**src/rtl/core/mexp_pkg.sv**
```systemverilog
// ----------------------------------------------------------------------------
// Modular exponentiation package
// Field widths and reset constants shared by the exponentiation block.
// ----------------------------------------------------------------------------
package mexp_pkg;

  localparam int unsigned DATA_WIDTH = 32;

  localparam logic [DATA_WIDTH-1:0] RESET_MODULUS = 32'd1000000007;

endpackage

```
**src/rtl/core/mexp_mulmod.sv**
```systemverilog
// ----------------------------------------------------------------------------
// Bit-serial modular multiplier
// Computes x * y mod m by interleaved reduction, one bit of x per cycle,
// most significant bit first. The modulus input is Width+1 bits so that a
// modulus of 2^Width can be expressed.
// ----------------------------------------------------------------------------
module mexp_mulmod #(
  parameter int unsigned Width = 32
) (
  input  logic             clk_i,
  input  logic             rst_ni,
  input  logic             start_i,
  input  logic [Width-1:0] x_i,
  input  logic [Width-1:0] y_i,
  input  logic [Width:0]   m_i,
  output logic             done_o,
  output logic [Width-1:0] prod_o
);

  localparam int unsigned CntW = (Width > 1) ? $clog2(Width) : 1;

  logic             busy_q;
  logic             done_q;
  logic [CntW-1:0]  cnt_q;
  logic [Width-1:0] xs_q;
  logic [Width-1:0] y_q;
  logic [Width-1:0] r_q;

  logic [Width+1:0] m_ext;
  logic [Width+1:0] t_sum;
  logic [Width+1:0] t_one;
  logic [Width+1:0] t_two;

  always_comb begin
    m_ext = (Width+2)'(m_i);
    t_sum = {1'b0, r_q, 1'b0} + (xs_q[Width-1] ? {2'b00, y_q} : '0);
    t_one = (t_sum >= m_ext) ? (t_sum - m_ext) : t_sum;
    t_two = (t_one >= m_ext) ? (t_one - m_ext) : t_one;
  end

  always_ff @(posedge clk_i or negedge rst_ni) begin
    if (!rst_ni) begin
      busy_q <= 1'b0;
      done_q <= 1'b0;
      cnt_q  <= '0;
    end else begin
      done_q <= busy_q && !start_i && (cnt_q == '0);
      if (start_i) begin
        busy_q <= 1'b1;
        cnt_q  <= CntW'(Width - 1);
      end else if (busy_q) begin
        if (cnt_q == '0) begin
          busy_q <= 1'b0;
        end else begin
          cnt_q <= cnt_q - 1'b1;
        end
      end
    end
  end

  always_ff @(posedge clk_i) begin
    if (start_i) begin
      xs_q <= x_i;
      y_q  <= y_i;
      r_q  <= '0;
    end else if (busy_q) begin
      xs_q <= {xs_q[Width-2:0], 1'b0};
      r_q  <= t_two[Width-1:0];
    end
  end

  assign done_o = done_q;
  assign prod_o = r_q;

  a_start_when_idle: assert property (@(posedge clk_i) disable iff (!rst_ni)
    start_i |-> !busy_q)
    else $error("Multiplier started while busy.");

  a_done_ends_busy: assert property (@(posedge clk_i) disable iff (!rst_ni)
    done_q |-> !busy_q && $past(busy_q))
    else $error("Product completion without a running multiplication.");

  a_residue_bound: assert property (@(posedge clk_i) disable iff (!rst_ni)
    done_q |-> ((Width+1)'(r_q) < m_i))
    else $error("Product not reduced below the modulus.");

endmodule

```
**src/rtl/core/modular_exponentiation_top.sv**
```systemverilog
// ----------------------------------------------------------------------------
// Modular exponentiation, top level
// Computes base ^ exponent mod modulus by square-and-multiply over a
// bit-serial modular multiplier.
// ----------------------------------------------------------------------------
// Usage:
// A request carries base_i and exponent_i on a valid/ready channel and gives
// one power_mod_o result on a valid/ready output channel. The modulus is
// written through cfg_we_i/cfg_wdata_i; the user must write it only while
// the block is idle, which it does not enforce. A value of zero stands for
// 2^OPERAND_WIDTH. Only the low OPERAND_WIDTH bits of the operands
// and modulus are used. One request is processed at a time. The base is
// first reduced, then the exponent is scanned from its top bit: one squaring
// per bit and one more multiplication per set bit, all on the shared
// bit-serial multiplier. A zero exponent gives 1 directly, with no
// multiplication at all.
// A new request is taken while the previous result still waits in the
// output register; a stalled receiver holds the finished result and the
// next one waits until it is taken. Reset loads the modulus 1000000007 and
// empties the output register.
// ----------------------------------------------------------------------------
module modular_exponentiation_top #(
  parameter int unsigned OPERAND_WIDTH = 32
) (
  input  logic                             clk_i,
  input  logic                             rst_ni,
  input  logic                             cfg_we_i,
  input  logic [mexp_pkg::DATA_WIDTH-1:0]  cfg_wdata_i,
  input  logic                             in_valid_i,
  output logic                             in_ready_o,
  input  logic [mexp_pkg::DATA_WIDTH-1:0]  base_i,
  input  logic [mexp_pkg::DATA_WIDTH-1:0]  exponent_i,
  output logic                             out_valid_o,
  input  logic                             out_ready_i,
  output logic [mexp_pkg::DATA_WIDTH-1:0]  power_mod_o
);

  import mexp_pkg::*;

  localparam int unsigned W    = OPERAND_WIDTH;
  localparam int unsigned CntW = (W > 1) ? $clog2(W) : 1;

  typedef enum logic [2:0] {
    ST_IDLE,
    ST_BASE,
    ST_SQR,
    ST_MUL,
    ST_DONE
  } state_e;

  state_e          state_q;
  logic [W-1:0]    modulus_q;
  logic [W:0]      m_ext;
  logic [W-1:0]    e_q;
  logic [CntW-1:0] ebit_q;
  logic [W-1:0]    acc_q;
  logic [W-1:0]    rb_q;
  logic            mul_start_q;
  logic [W-1:0]    mul_x_q;
  logic [W-1:0]    mul_y_q;
  logic            mul_done;
  logic [W-1:0]    mul_prod;
  logic            out_valid_q;
  logic [W-1:0]    out_data_q;
  logic            in_fire;

  assign m_ext   = (modulus_q == '0) ? {1'b1, {W{1'b0}}} : {1'b0, modulus_q};
  assign in_fire = in_valid_i && in_ready_o;

  always_ff @(posedge clk_i or negedge rst_ni) begin
    if (!rst_ni) begin
      modulus_q <= RESET_MODULUS[W-1:0];
    end else if (cfg_we_i) begin
      modulus_q <= cfg_wdata_i[W-1:0];
    end
  end

  mexp_mulmod #(
    .Width(W)
  ) u_mulmod (
    .clk_i  (clk_i),
    .rst_ni (rst_ni),
    .start_i(mul_start_q),
    .x_i    (mul_x_q),
    .y_i    (mul_y_q),
    .m_i    (m_ext),
    .done_o (mul_done),
    .prod_o (mul_prod)
  );

  always_ff @(posedge clk_i or negedge rst_ni) begin
    if (!rst_ni) begin
      state_q     <= ST_IDLE;
      mul_start_q <= 1'b0;
      out_valid_q <= 1'b0;
      out_data_q  <= '0;
      ebit_q      <= '0;
      e_q         <= '0;
      acc_q       <= '0;
      rb_q        <= '0;
      mul_x_q     <= '0;
      mul_y_q     <= '0;
    end else begin
      if (out_ready_i && (state_q != ST_DONE)) begin
        out_valid_q <= 1'b0;
      end
      case (state_q)
        ST_IDLE: begin
          mul_start_q <= in_fire && (exponent_i[W-1:0] != '0);
          if (in_fire) begin
            e_q    <= exponent_i[W-1:0];
            acc_q  <= W'(1);
            ebit_q <= CntW'(W - 1);
            if (exponent_i[W-1:0] == '0) begin
              state_q <= ST_DONE;
            end else begin
              mul_x_q <= base_i[W-1:0];
              mul_y_q <= W'(1);
              state_q <= ST_BASE;
            end
          end
        end
        ST_BASE: begin
          mul_start_q <= mul_done;
          if (mul_done) begin
            rb_q    <= mul_prod;
            mul_x_q <= acc_q;
            mul_y_q <= acc_q;
            state_q <= ST_SQR;
          end
        end
        ST_SQR, ST_MUL: begin
          if (mul_done) begin
            acc_q <= mul_prod;
            if (state_q == ST_SQR && e_q[W-1]) begin
              mul_x_q     <= mul_prod;
              mul_y_q     <= rb_q;
              mul_start_q <= 1'b1;
              state_q     <= ST_MUL;
            end else if (ebit_q == '0) begin
              mul_start_q <= 1'b0;
              state_q     <= ST_DONE;
            end else begin
              ebit_q      <= ebit_q - 1'b1;
              e_q         <= {e_q[W-2:0], 1'b0};
              mul_x_q     <= mul_prod;
              mul_y_q     <= mul_prod;
              mul_start_q <= 1'b1;
              state_q     <= ST_SQR;
            end
          end else begin
            mul_start_q <= 1'b0;
          end
        end
        ST_DONE: begin
          mul_start_q <= 1'b0;
          if (!out_valid_q || out_ready_i) begin
            out_valid_q <= 1'b1;
            out_data_q  <= acc_q;
            state_q     <= ST_IDLE;
          end
        end
        default: begin
          mul_start_q <= 1'b0;
          state_q     <= ST_IDLE;
        end
      endcase
    end
  end

  assign in_ready_o  = (state_q == ST_IDLE);
  assign out_valid_o = out_valid_q;
  assign power_mod_o = DATA_WIDTH'(out_data_q);

  a_zero_exponent: assert property (@(posedge clk_i) disable iff (!rst_ni)
    (in_fire && exponent_i[W-1:0] == '0) |=> (state_q == ST_DONE) && (acc_q == W'(1)))
    else $error("Zero exponent did not yield one directly.");

  a_start_in_work: assert property (@(posedge clk_i) disable iff (!rst_ni)
    mul_start_q |-> (state_q == ST_BASE || state_q == ST_SQR || state_q == ST_MUL))
    else $error("Multiplication launched outside of a working state.");

  a_done_in_work: assert property (@(posedge clk_i) disable iff (!rst_ni)
    mul_done |-> (state_q == ST_BASE || state_q == ST_SQR || state_q == ST_MUL))
    else $error("Product returned outside of a working state.");

  a_base_reduced: assert property (@(posedge clk_i) disable iff (!rst_ni)
    (state_q == ST_MUL) |-> ((W+1)'(rb_q) < m_ext))
    else $error("Reduced base not below the modulus.");

endmodule

```
**config.mk**
```make
export PLATFORM = sky130hd
export DESIGN_NAME = modular_exponentiation_top
export DESIGN_NICKNAME = d
export VERILOG_FILES = /design/src/rtl/core/mexp_pkg.sv /design/src/rtl/core/mexp_mulmod.sv /design/src/rtl/core/modular_exponentiation_top.sv
export SDC_FILE = /design/constraint.sdc
export NUM_CORES = 1
export LEC_CHECK = 0
export BUFFER_PORTS_ARGS = -buffer_cell sky130_fd_sc_hd__buf_2
export CAP_MARGIN = 25
export CELL_PAD_IN_SITES_DETAIL_PLACEMENT = 1
export CELL_PAD_IN_SITES_GLOBAL_PLACEMENT = 1
export CORE_MARGIN = 5
export CORE_UTILIZATION = 53
export DETAILED_ROUTE_END_ITERATION = 10
export HOLD_SLACK_MARGIN = 0.02
export PLACE_DENSITY = 0.94
export SETUP_SLACK_MARGIN = 0.3
export SLEW_MARGIN = 20
export SYNTH_ARGS = -nofsm -noshare
export SYNTH_HDL_FRONTEND = slang
export SYNTH_HIERARCHICAL = 1
export SYNTH_SLANG_ARGS = --single-unit
```
**constraint.sdc**
```tcl
create_clock -name clk_i -period 19.3 [get_ports clk_i]
set_input_delay 3.86 -clock clk_i [delete_from_list [all_inputs] [get_ports clk_i]]
set_output_delay 3.86 -clock clk_i [all_outputs]
set_load 0.02 [all_outputs]
```
### Word level (Yosys, flattened, before mapping)

Index checks and enable logic that the tools add are counted.
W data, S select, Z words.

* eq/ne operators: 14
* magnitude comparators: 2
* muxes and demuxes: 52
* add/sub/neg operators: 5
* reduce and logical (&&, ||, !) cells: 26

Operators with widths (number)
* $mux W32: 20
* $pmux W32 S3: 2
* $pmux W32 S2: 2
* $ge A34 B33 Y1: 2
* $logic_not A32 Y1: 2
* $mux W5: 7
* $add A33 B34 Y34: 1
* $mux W34: 1
* $sub A34 B33 Y34: 1
* $mux W33: 1
* $reduce_bool A32 Y1: 1
* $sub A32 B32 Y32: 1
* $mux W3: 7
* $pmux W3 S4: 1
* $logic_not A5 Y1: 2
* $ne A2 B2 Y1 const B: 5
* $pmux W5 S2: 1
* $sub A5 B1 Y5 const B: 2
* $mux W1: 9
* $eq A3 B2 Y1 const B: 2
* $logic_and A1 B1 Y1: 6
* $ne A2 B1 Y1 const B: 3
* $ne A3 B3 Y1 const B: 2
* $reduce_and A2 Y1: 3
* 13 further kinds: 15

* output and inout bits: 34
* logic and storage cells: 116
* register bits: 337
* bits of input ports: 101

### Depth between registers and ports, before layout

Gate-level depths: netlist of the first run.

* word-level depth: 6
* gate-level depth with buffers: 37
* mapped depth without buffers: 34

### By module

Netlist of the first run, hierarchy kept.

By module, submodules not included
* modular_exponentiation_top: cells each 886, seq. area each 5875.6 µm², area an instance 10666.5 µm², times used 1
* mexp_mulmod: cells each 1113, seq. area each 2737.6 µm², area an instance 9825.7 µm², times used 1

### Worst setup path before layout of the first run

OpenSTA, ideal clock, no wires.

* path kind: reg2reg
* start: register u_mulmod.xs_q[31]
* end: register u_mulmod.r_q[31], in the netlist u_mulmod/prod_o[31]
* cell stages (with the launch flop): 32
* data required time: 19175 ps
* period minus slack after synthesis: 7414 ps
* slack: 11886 ps
* data arrival time: 7289 ps
* buffers on the path: 4
* cells stage by stage: edfxtp_1 -> clkbuf_1 -> and2_1 -> ha_1 -> a21o_1 -> or3_4 -> o221a_4 -> a221oi_4 -> o211ai_2 -> a21oi_1 -> o21ai_0 -> xor2_1 -> ha_1 -> nand3_1 -> nor2b_1 -> nand2_1 -> a2111oi_0 -> o21ai_0 -> nand2_1 -> clkbuf_1 -> mux2_2 -> ha_1 -> and3_1 -> a31oi_1 -> o211ai_1 -> a21oi_1 -> o21ai_0 -> or3_4 -> buf_6 -> buf_6 -> a32oi_2 -> o31ai_2

* cells in the longest elaborated chain, start to end: 6
* elaborated cells on any way between the ends: 8
* those cells by class: add/sub (3); order compare (2); mux (3)

Ends and longest elaborated chain
* start: declaration: line mexp_mulmod.sv:25 `logic [Width-1:0] xs_q;`
* start signal: assignment: line mexp_mulmod.sv:63 `xs_q <= x_i;`
* start signal: assignment: line mexp_mulmod.sv:67 `xs_q <= {xs_q[Width-2:0], 1'b0};`
* $mux W32 (*): line mexp_mulmod.sv:36 `t_sum = {1'b0, r_q, 1'b0} + (xs_q[Width-1] ? {2'b00, y_q} : '0);`
* $add A33 B34 Y34 (*): line mexp_mulmod.sv:36
* $sub A34 B33 Y34 / $ge A34 B33 Y1 (equally long branches): line mexp_mulmod.sv:37 `t_one = (t_sum >= m_ext) ? (t_sum - m_ext) : t_sum;`
* $mux W34 (*): line mexp_mulmod.sv:37
* $sub A32 B32 Y32 / $ge A34 B33 Y1 (equally long branches): line mexp_mulmod.sv:38 `t_two = (t_one >= m_ext) ? (t_one - m_ext) : t_one;`
* $mux W32 (*): line mexp_mulmod.sv:38
* end signal: assignment: line mexp_mulmod.sv:68 `r_q <= t_two[Width-1:0];`
* end: declaration: line mexp_mulmod.sv:27 `logic [Width-1:0] r_q;`

Every way passes the cells marked *; elsewhere a longest branch is shown, timed or not.
A chain may end at the register's enable or synchronous reset.

### Final worst setup path of the first run

* start: register u_mulmod.xs_q[31]
* end: register u_mulmod.r_q[27], in the netlist u_mulmod/prod_o[27]

Same word-level chain as after synthesis.

==> flow_summary_export.csv, run 1 <==
group,metric,value,unit
run_status,outcome,"finished clean",
synth,async_flop_share,71.5,%
synth,syn_inst,1999,
placement,post-place-ws,10.14,ns
floorplan,ioPinCount,135,
synth,synth-compound-area-share,16.1,%
clock_tree,htreeDepth,2,
synth,synth_top_family_by_area,"compound AO/OA/AOI/OAI gates",
clock_tree,cts_root_buf,"clkbuf_16",
floorplan,die_y,207,um
floorplan,floorplan.die.width,207,um
sta,fin_ws,9.37,ns
floorplan,die_area,42700,um2
sta,fin_crit_sh,51.5,%
critical_path,timing.rr.start,"u_mulmod/xs_q[31]",
routing,vias,17800,
critical_path,arrival,10.38,ns
synth,synth_top_flop_cell,"dfrtp_1",
cells_and_area,nets,2261,
placement,place_congestion,0.942,
sta,finalClockSkew,0.0245,ns
routing,detail-route-antenna-nets,0,
critical_path,max_stage_delay,0.52,ns
clock_tree,cts_setup_buffers,0,
floorplan,rows,72,
critical_path,cp-startpoint,"u_mulmod/xs_q[31]",
clock_tree,cts_tree,"yes",
critical_path,critPathCaptureType,"flip-flop",
critical_path,slowest_stage,"a221oi_4",
critical_path,critical_path.max_fanout,33,
placement,portBuffers,134,
routing,drc_errors,0,
global_route,gr-total-overflow,0,
synth,yosysTopAreaCell,"dfrtp_1",
clock_tree,clockBufferDepth,3,
placement,place_hpwl,47700,um
critical_path,r2r_slack,9.37,ns
routing,drt_iter0_markers,1719,
synth,ys_warn_count,6,
synth,synth_cell_types,84,
synth,syn_nets,2203,
cells_and_area,drive_above_1_share,22.4,%
synth,synth_xor_xnor_area_share,3.42,%
clock_tree,clk_pin_slew,0.06,ns
sta,rsz0062_at_grt,"false",
critical_path,start_kind,"flip-flop",
global_route,grt_max_degree,111,
floorplan,start_util,53.3,%
cells_and_area,final_cell_mix,"dfrtp_1, nand2_1, mux2_2",
routing,via_per_inst,6.84,
synth,synth_simple_gate_area_share,12.5,%
min_path,hp-class,"reg -> reg",
min_path,min_to,"u_mulmod/y_q[7]",
cells_and_area,final_common_cell,"dfrtp_1",
sta,worst_slew_pin_slew,1.05,ns
synth,synth_area,20500,um2
min_path,hold_path_startpoint,"mul_y_q[7]",
sta,setup_viol,0,
cells_and_area,fillers,4108,
routing,routedWlPerCell,29.5,um
floorplan,core,38500,um2
global_route,track_usage,35.4,%
synth,yosysSeqAreaShare,42.0,%
job,drv_cap,0,
critical_path,crit_required,19.75,ns
clock_tree,numCtsBuffers,39,
clock_tree,worstSkewPairLatency,0.58,ns
global_route,grt_pass1_vias,19400,
routing,drt-total-wl,76900,um
synth,ys_ff_latch,337,
synth,muxShareOfSynthArea,15.2,%
sta,max_freq,0.101,GHz
sta,tns,0,ns
synth,synth_edf_count,64,
synth,synthTopCellsByArea,"dfrtp_1, edfxtp_1, mux2_2",
synth,yosys.area_share.adder,6.40,%
cells_and_area,area_delta_synth_final,10.8,%
sta,slew_violations,0,
clock_tree,post_cts_resized,0,
global_route,grt_pass1_wl,117000,um
sta,hold_viol,0,
sta,slew_headroom,28.3,%
synth,syn_avg_cell_area,10.3,um2
critical_path,worst-setup-path-type,"reg -> reg",
clock_tree,numClockSinks,337,
synth,synth_top_area_share,27.5,%
clock_tree,hold_buffers,0,
critical_path,reg2reg_depth,32,
sta,min_period,9.93,ns
global_route,grt_antenna_before_repair,1,
routing,drt-pass1-iter-count,6,
critical_path,r2r-end,"u_mulmod/prod_o[27]",
min_path,hold_depth,0,
-- metal layers --
layer,up-vias,part of all wire [%],GRT usage [%]
li1,7421,-,-
met1,8823,36,39.5
met2,1152,49,60.1
met3,433,6.8,6.55
met4,2,9.0,26.8
met5,-,0.017,0
-- logic make-up (layout without fill, tap and decap cells) --
| logic type | Yosys count | count (layout) |
|---|---|---|
| other | 0 | 1 |
| AND/OR/NAND/NOR | 532 | 532 |
| multiplexers | 266 | 266 |
| flip-flops | 337 | 337 |
| buffers and inverters | 206 | 294 |
| adder cells (fa/ha/maj) | 103 | 103 |
| XOR/XNOR | 80 | 80 |
| AO/OA/AOI/OAI | 475 | 475 |
-- worst max-delay path: cells and delay by family (launching register included) --
family                   cells  cell delay (ns)
buffers and inverters        3             0.89
adder cells (fa/ha/maj)      3             1.10
AO/OA/AOI/OAI               13             3.73
multiplexers                 1             0.41
XOR/XNOR                     1             0.22
AND/OR/NAND/NOR             11             3.04
flip-flops                   1             0.37
-- cell usage after synthesis (5+ instances only) --
| master | instances |
|---|---|
| o21a_1 | 16 |
| a31oi_1 | 13 |
| o21bai_1 | 13 |
| or3_1 | 6 |
| dfstp_2 | 16 |
| nand4_1 | 23 |
| a22oi_1 | 26 |
| mux2_2 | 161 |
| nor4_1 | 26 |
| buf_2 | 22 |
| or2_2 | 7 |
| dfxtp_1 | 32 |
| o31a_1 | 7 |
| o22ai_1 | 5 |
| a21boi_0 | 6 |
| nand2_1 | 188 |
| nor2b_1 | 12 |
| xnor2_1 | 51 |
| xor2_1 | 29 |
| nand2b_1 | 18 |
| a21o_1 | 41 |
| and3_1 | 7 |
| a211oi_1 | 29 |
| mux2_1 | 8 |
| a22o_1 | 32 |
| buf_1 | 6 |
| a311oi_1 | 11 |
| o21ai_0 | 90 |
| clkbuf_1 | 99 |
| o211ai_1 | 21 |
| mux2i_1 | 48 |
| o41ai_1 | 5 |
| ha_1 | 100 |
| a21oi_1 | 98 |
| buf_6 | 9 |
| nor3_1 | 21 |
| mux2_4 | 49 |
| nand3_1 | 55 |
| and2_1 | 41 |
| nor2_1 | 103 |
| dfrtp_1 | 225 |
| a221o_1 | 24 |
| inv_1 | 69 |
| edfxtp_1 | 64 |
-- area by class of cell --
| type | instances | area [um2] | share of cell area (%) |
|---|---|---|---|
| multi-input cells | 1456 | 11000 | 48.6 |
| flip-flops and latches | 337 | 8620 | 38.0 |
| clock buffers | 54 | 1110 | 4.91 |
| repair buffers | 154 | 851 | 3.75 |
| well taps | 518 | 648 | 2.86 |
| inverters | 69 | 259 | 1.14 |
| clock inverters | 17 | 178 | 0.783 |
| diodes | 1 | 2.50 | 0.0110 |
-- how the worst max path moves through the flow --
stage / endpoint
2_1_floorplan: u_mulmod/prod_o[31]
3_3_place_gp: u_mulmod/prod_o[12]
3_5_place_dp: u_mulmod/prod_o[27]
4_1_cts: u_mulmod/prod_o[27]
5_1_grt: u_mulmod/prod_o[27]
6_report: u_mulmod/prod_o[27]
-- state kept, by name, indices dropped and copies added, names as in the netlist --
signal           count
u_mulmod/done_o      1
u_mulmod/xs_q       32
u_mulmod/prod_o     32
u_mulmod/y_q        32
out_valid_o          1
e_q                 32
mul_start_q          1
rb_q                32
acc_q               32
power_mod_o         32
u_mulmod/busy_q      1
mul_y_q             32
modulus_q           32
state_q              3
ebit_q               5
u_mulmod/cnt_q       5
mul_x_q             32
-- metrics by stage --
| stage | cells | utilization, % | hold WS (ns) | instance area, um2 |
|---|---|---|---|---|
| finish | 2606 | 59.0 | 0.445 | 22700 |
| global route | 2605 | 59.0 | 0.460 | 22700 |
| CTS | 2605 | 59.0 | 0.446 | 22700 |
| detailed placement | 2534 | 55.6 | 0.438 | 21400 |
| global placement | 2533 | 55.6 | 0.424 | 21400 |
| floorplan | 1999 | - | 0.418 | 20500 |
Power of run 1 is left out: the tool's default activity adds up to more than one toggle a clock period on the data nets, which glitch-free logic cannot reach.
==> run 2: changes to the inputs <==
Settings changed: ABC_AREA set to 1, CORE_UTILIZATION 53 to 41, PLACE_DENSITY 0.94 to 0.84.
Clock period 19.3 ns to 8.46 ns, I/O delays scaled along.
==> flow_summary_export.csv, run 2 <==
group,metric,value,unit
synth,muxShareOfSynthArea,4.57,%
critical_path,crit_required,8.92,ns
synth,syn_inst,3067,
routing,detail-route-antenna-nets,0,
sta,finalClockSkew,0.0250,ns
synth,synth_cell_types,54,
clock_tree,numClockSinks,337,
routing,drc_errors,0,
clock_tree,numCtsBuffers,40,
routing,drt_iter0_markers,1780,
routing,routedWlPerCell,21.4,um
sta,max_freq,0.131,GHz
placement,place_congestion,0.999,
placement,placed_cells,3783,
synth,synthTopCellsByArea,"dfrtp_1, nand2_1, edfxtp_1",
synth,yosysSeqAreaShare,38.6,%
clock_tree,cts_tree,"yes",
cells_and_area,final_cells,3861,
synth,yosysTopAreaCell,"dfrtp_1",
synth,synth_area,22300,um2
cells_and_area,area_delta_synth_final,10.9,%
placement,post-place-ws,0.583,ns
global_route,grt_max_degree,137,
global_route,grt_antenna_before_repair,2,
synth,ys_warn_count,6,
critical_path,worst-setup-path-type,"reg -> reg",
sta,tns,0,ns
floorplan,floorplan.die.width,243,um
clock_tree,htreeDepth,2,
clock_tree,clk_pin_slew,0.06,ns
floorplan,ioPinCount,135,
sta,slew_violations,0,
cells_and_area,nets,3336,
sta,rsz0062_at_grt,"true",
global_route,grt_pass1_vias,22400,
floorplan,core,53900,um2
routing,drt-total-wl,82700,um
critical_path,start_kind,"flip-flop",
placement,dpl_cell_area,23300,um2
synth,synthTopCellsByCount,"nand2_1, inv_1, nand3_1",
critical_path,cp_common_cell,"nand2_1",
global_route,track_usage,27.3,%
cells_and_area,finish.instance_area,24700,um2
synth,synth_edf_count,64,
cells_and_area,final_common_cell,"nand2_1",
floorplan,start_util,41.4,%
critical_path,max_stage_delay,0.57,ns
cells_and_area,drive_above_1_share,11.2,%
sta,worst_slew_pin_slew,0.997,ns
floorplan,rows,85,
synth,syn_avg_cell_area,7.28,um2
cells_and_area,final_cell_mix,"nand2_1, inv_1, nand3_1",
sta,min_period,7.64,ns
clock_tree,clockBufferDepth,3,
critical_path,slowest_stage,"o21ai_0",
critical_path,critical_path.max_fanout,51,
sta,fin_crit_sh,90.3,%
placement,portBuffers,134,
sta,slew_headroom,33.3,%
synth,synth_top_family_by_area,"simple AND/OR/NAND/NOR gates",
run_status,outcome,"finished clean",
routing,drt-pass1-iter-count,5,
critical_path,critPathCaptureType,"flip-flop",
global_route,grt_pass1_wl,129000,um
routing,vias,21300,
clock_tree,worstSkewPairLatency,0.58,ns
synth,synth_top_flop_cell,"dfrtp_1",
synth,synth_simple_gate_area_share,30.4,%
min_path,hp-class,"reg -> reg",
sta,fin_ws,0.822,ns
synth,yosys.area_share.adder,5.88,%
synth,synth-compound-area-share,8.80,%
floorplan,die_area,59200,um2
synth,synth_top_area_share,25.2,%
floorplan,die_y,243,um
synth,syn_nets,3271,
placement,place_hpwl,63800,um
synth,synth_xor_xnor_area_share,2.35,%
synth,ys_ff_latch,337,
sta,hold_viol,0,
routing,via_per_inst,5.52,
synth,async_flop_share,71.5,%
synth,post-synth-top-count-cell,"nand2_1",
global_route,gr-total-overflow,0,
clock_tree,cts_root_buf,"clkbuf_16",
critical_path,arrival,8.09,ns
sta,setup_viol,0,
job,drv_cap,0,
[run 2: layout make-up]
type,instances,area [um2]
Inverter,369,1390
Sequential cell,337,8620
Clock buffer,62,1220
Fill cell,6808,29200
Multi-Input combinational cell,2228,11600
Timing Repair Buffer,156,877
Clock inverter,11,128
Tap cell,696,871
Antenna cell,2,5.00
[run 2: metal layers]
layer  track usage, %  share of wire (%)  vias up
met5                0                  0        -
met3             3.40                4.8      155
met2             45.9                 48      555
met4             8.51                3.3        0
met1             37.1                 44    10600
li1                 -                  -     9964
[run 2: path summary, 6_finish.rpt]
check	to	start	slack, ns	cells after the start
worst max-delay path	u_mulmod/prod_o[31]	u_mulmod/xs_q[31]	0.82	41
min in group asynchronous	modulus_q[21]	rst_ni	1.17	1
worst max register to register	u_mulmod/prod_o[31]	u_mulmod/xs_q[31]	0.82	41
worst min register to register	u_mulmod/y_q[0]	mul_y_q[0]	0.45	0
max in group asynchronous	mul_start_q	rst_ni	5.87	2
worst min-delay path	u_mulmod/y_q[0]	mul_y_q[0]	0.45	0
[run 2: critical path, delay by kind of cell, from the launching register on]
kind                       cells  cell delay [ns]
adders and majority gates      4             1.43
buffers and inverters          6             0.88
AOI/OAI and AO/OA              4             1.21
and+or+nand+nor               27             3.36
DFF                            1             0.55
[run 2: cells by family (layout without fill, tap and decap cells)]
logic type,count (synthesis),after routing
compound gates,348,348
xor+xnor,60,60
fa+ha+maj,103,103
buf+inv,502,598
flops,337,337
mux,94,94
other cells,0,2
simple gates,1623,1623
[run 2: timing repair]
action                                  in CTS  in global routing
endpoints found under the hold margin        0                  0
hold buffers                                 0                  0
buffers inserted                             0                  3
endpoints found under the setup margin       0                 32
gates resized for setup                      0                  3
[run 2: stage by stage]
stage / utilization, % / hold slack, ns
after floorplan: - / 0.426
after detailed placement: 43.3 / 0.435
final: 45.9 / 0.450
after global routing: 45.9 / 0.463
after CTS: 45.8 / 0.447
after global placement: 43.3 / 0.435
Power of run 2 is left out for the same reason.
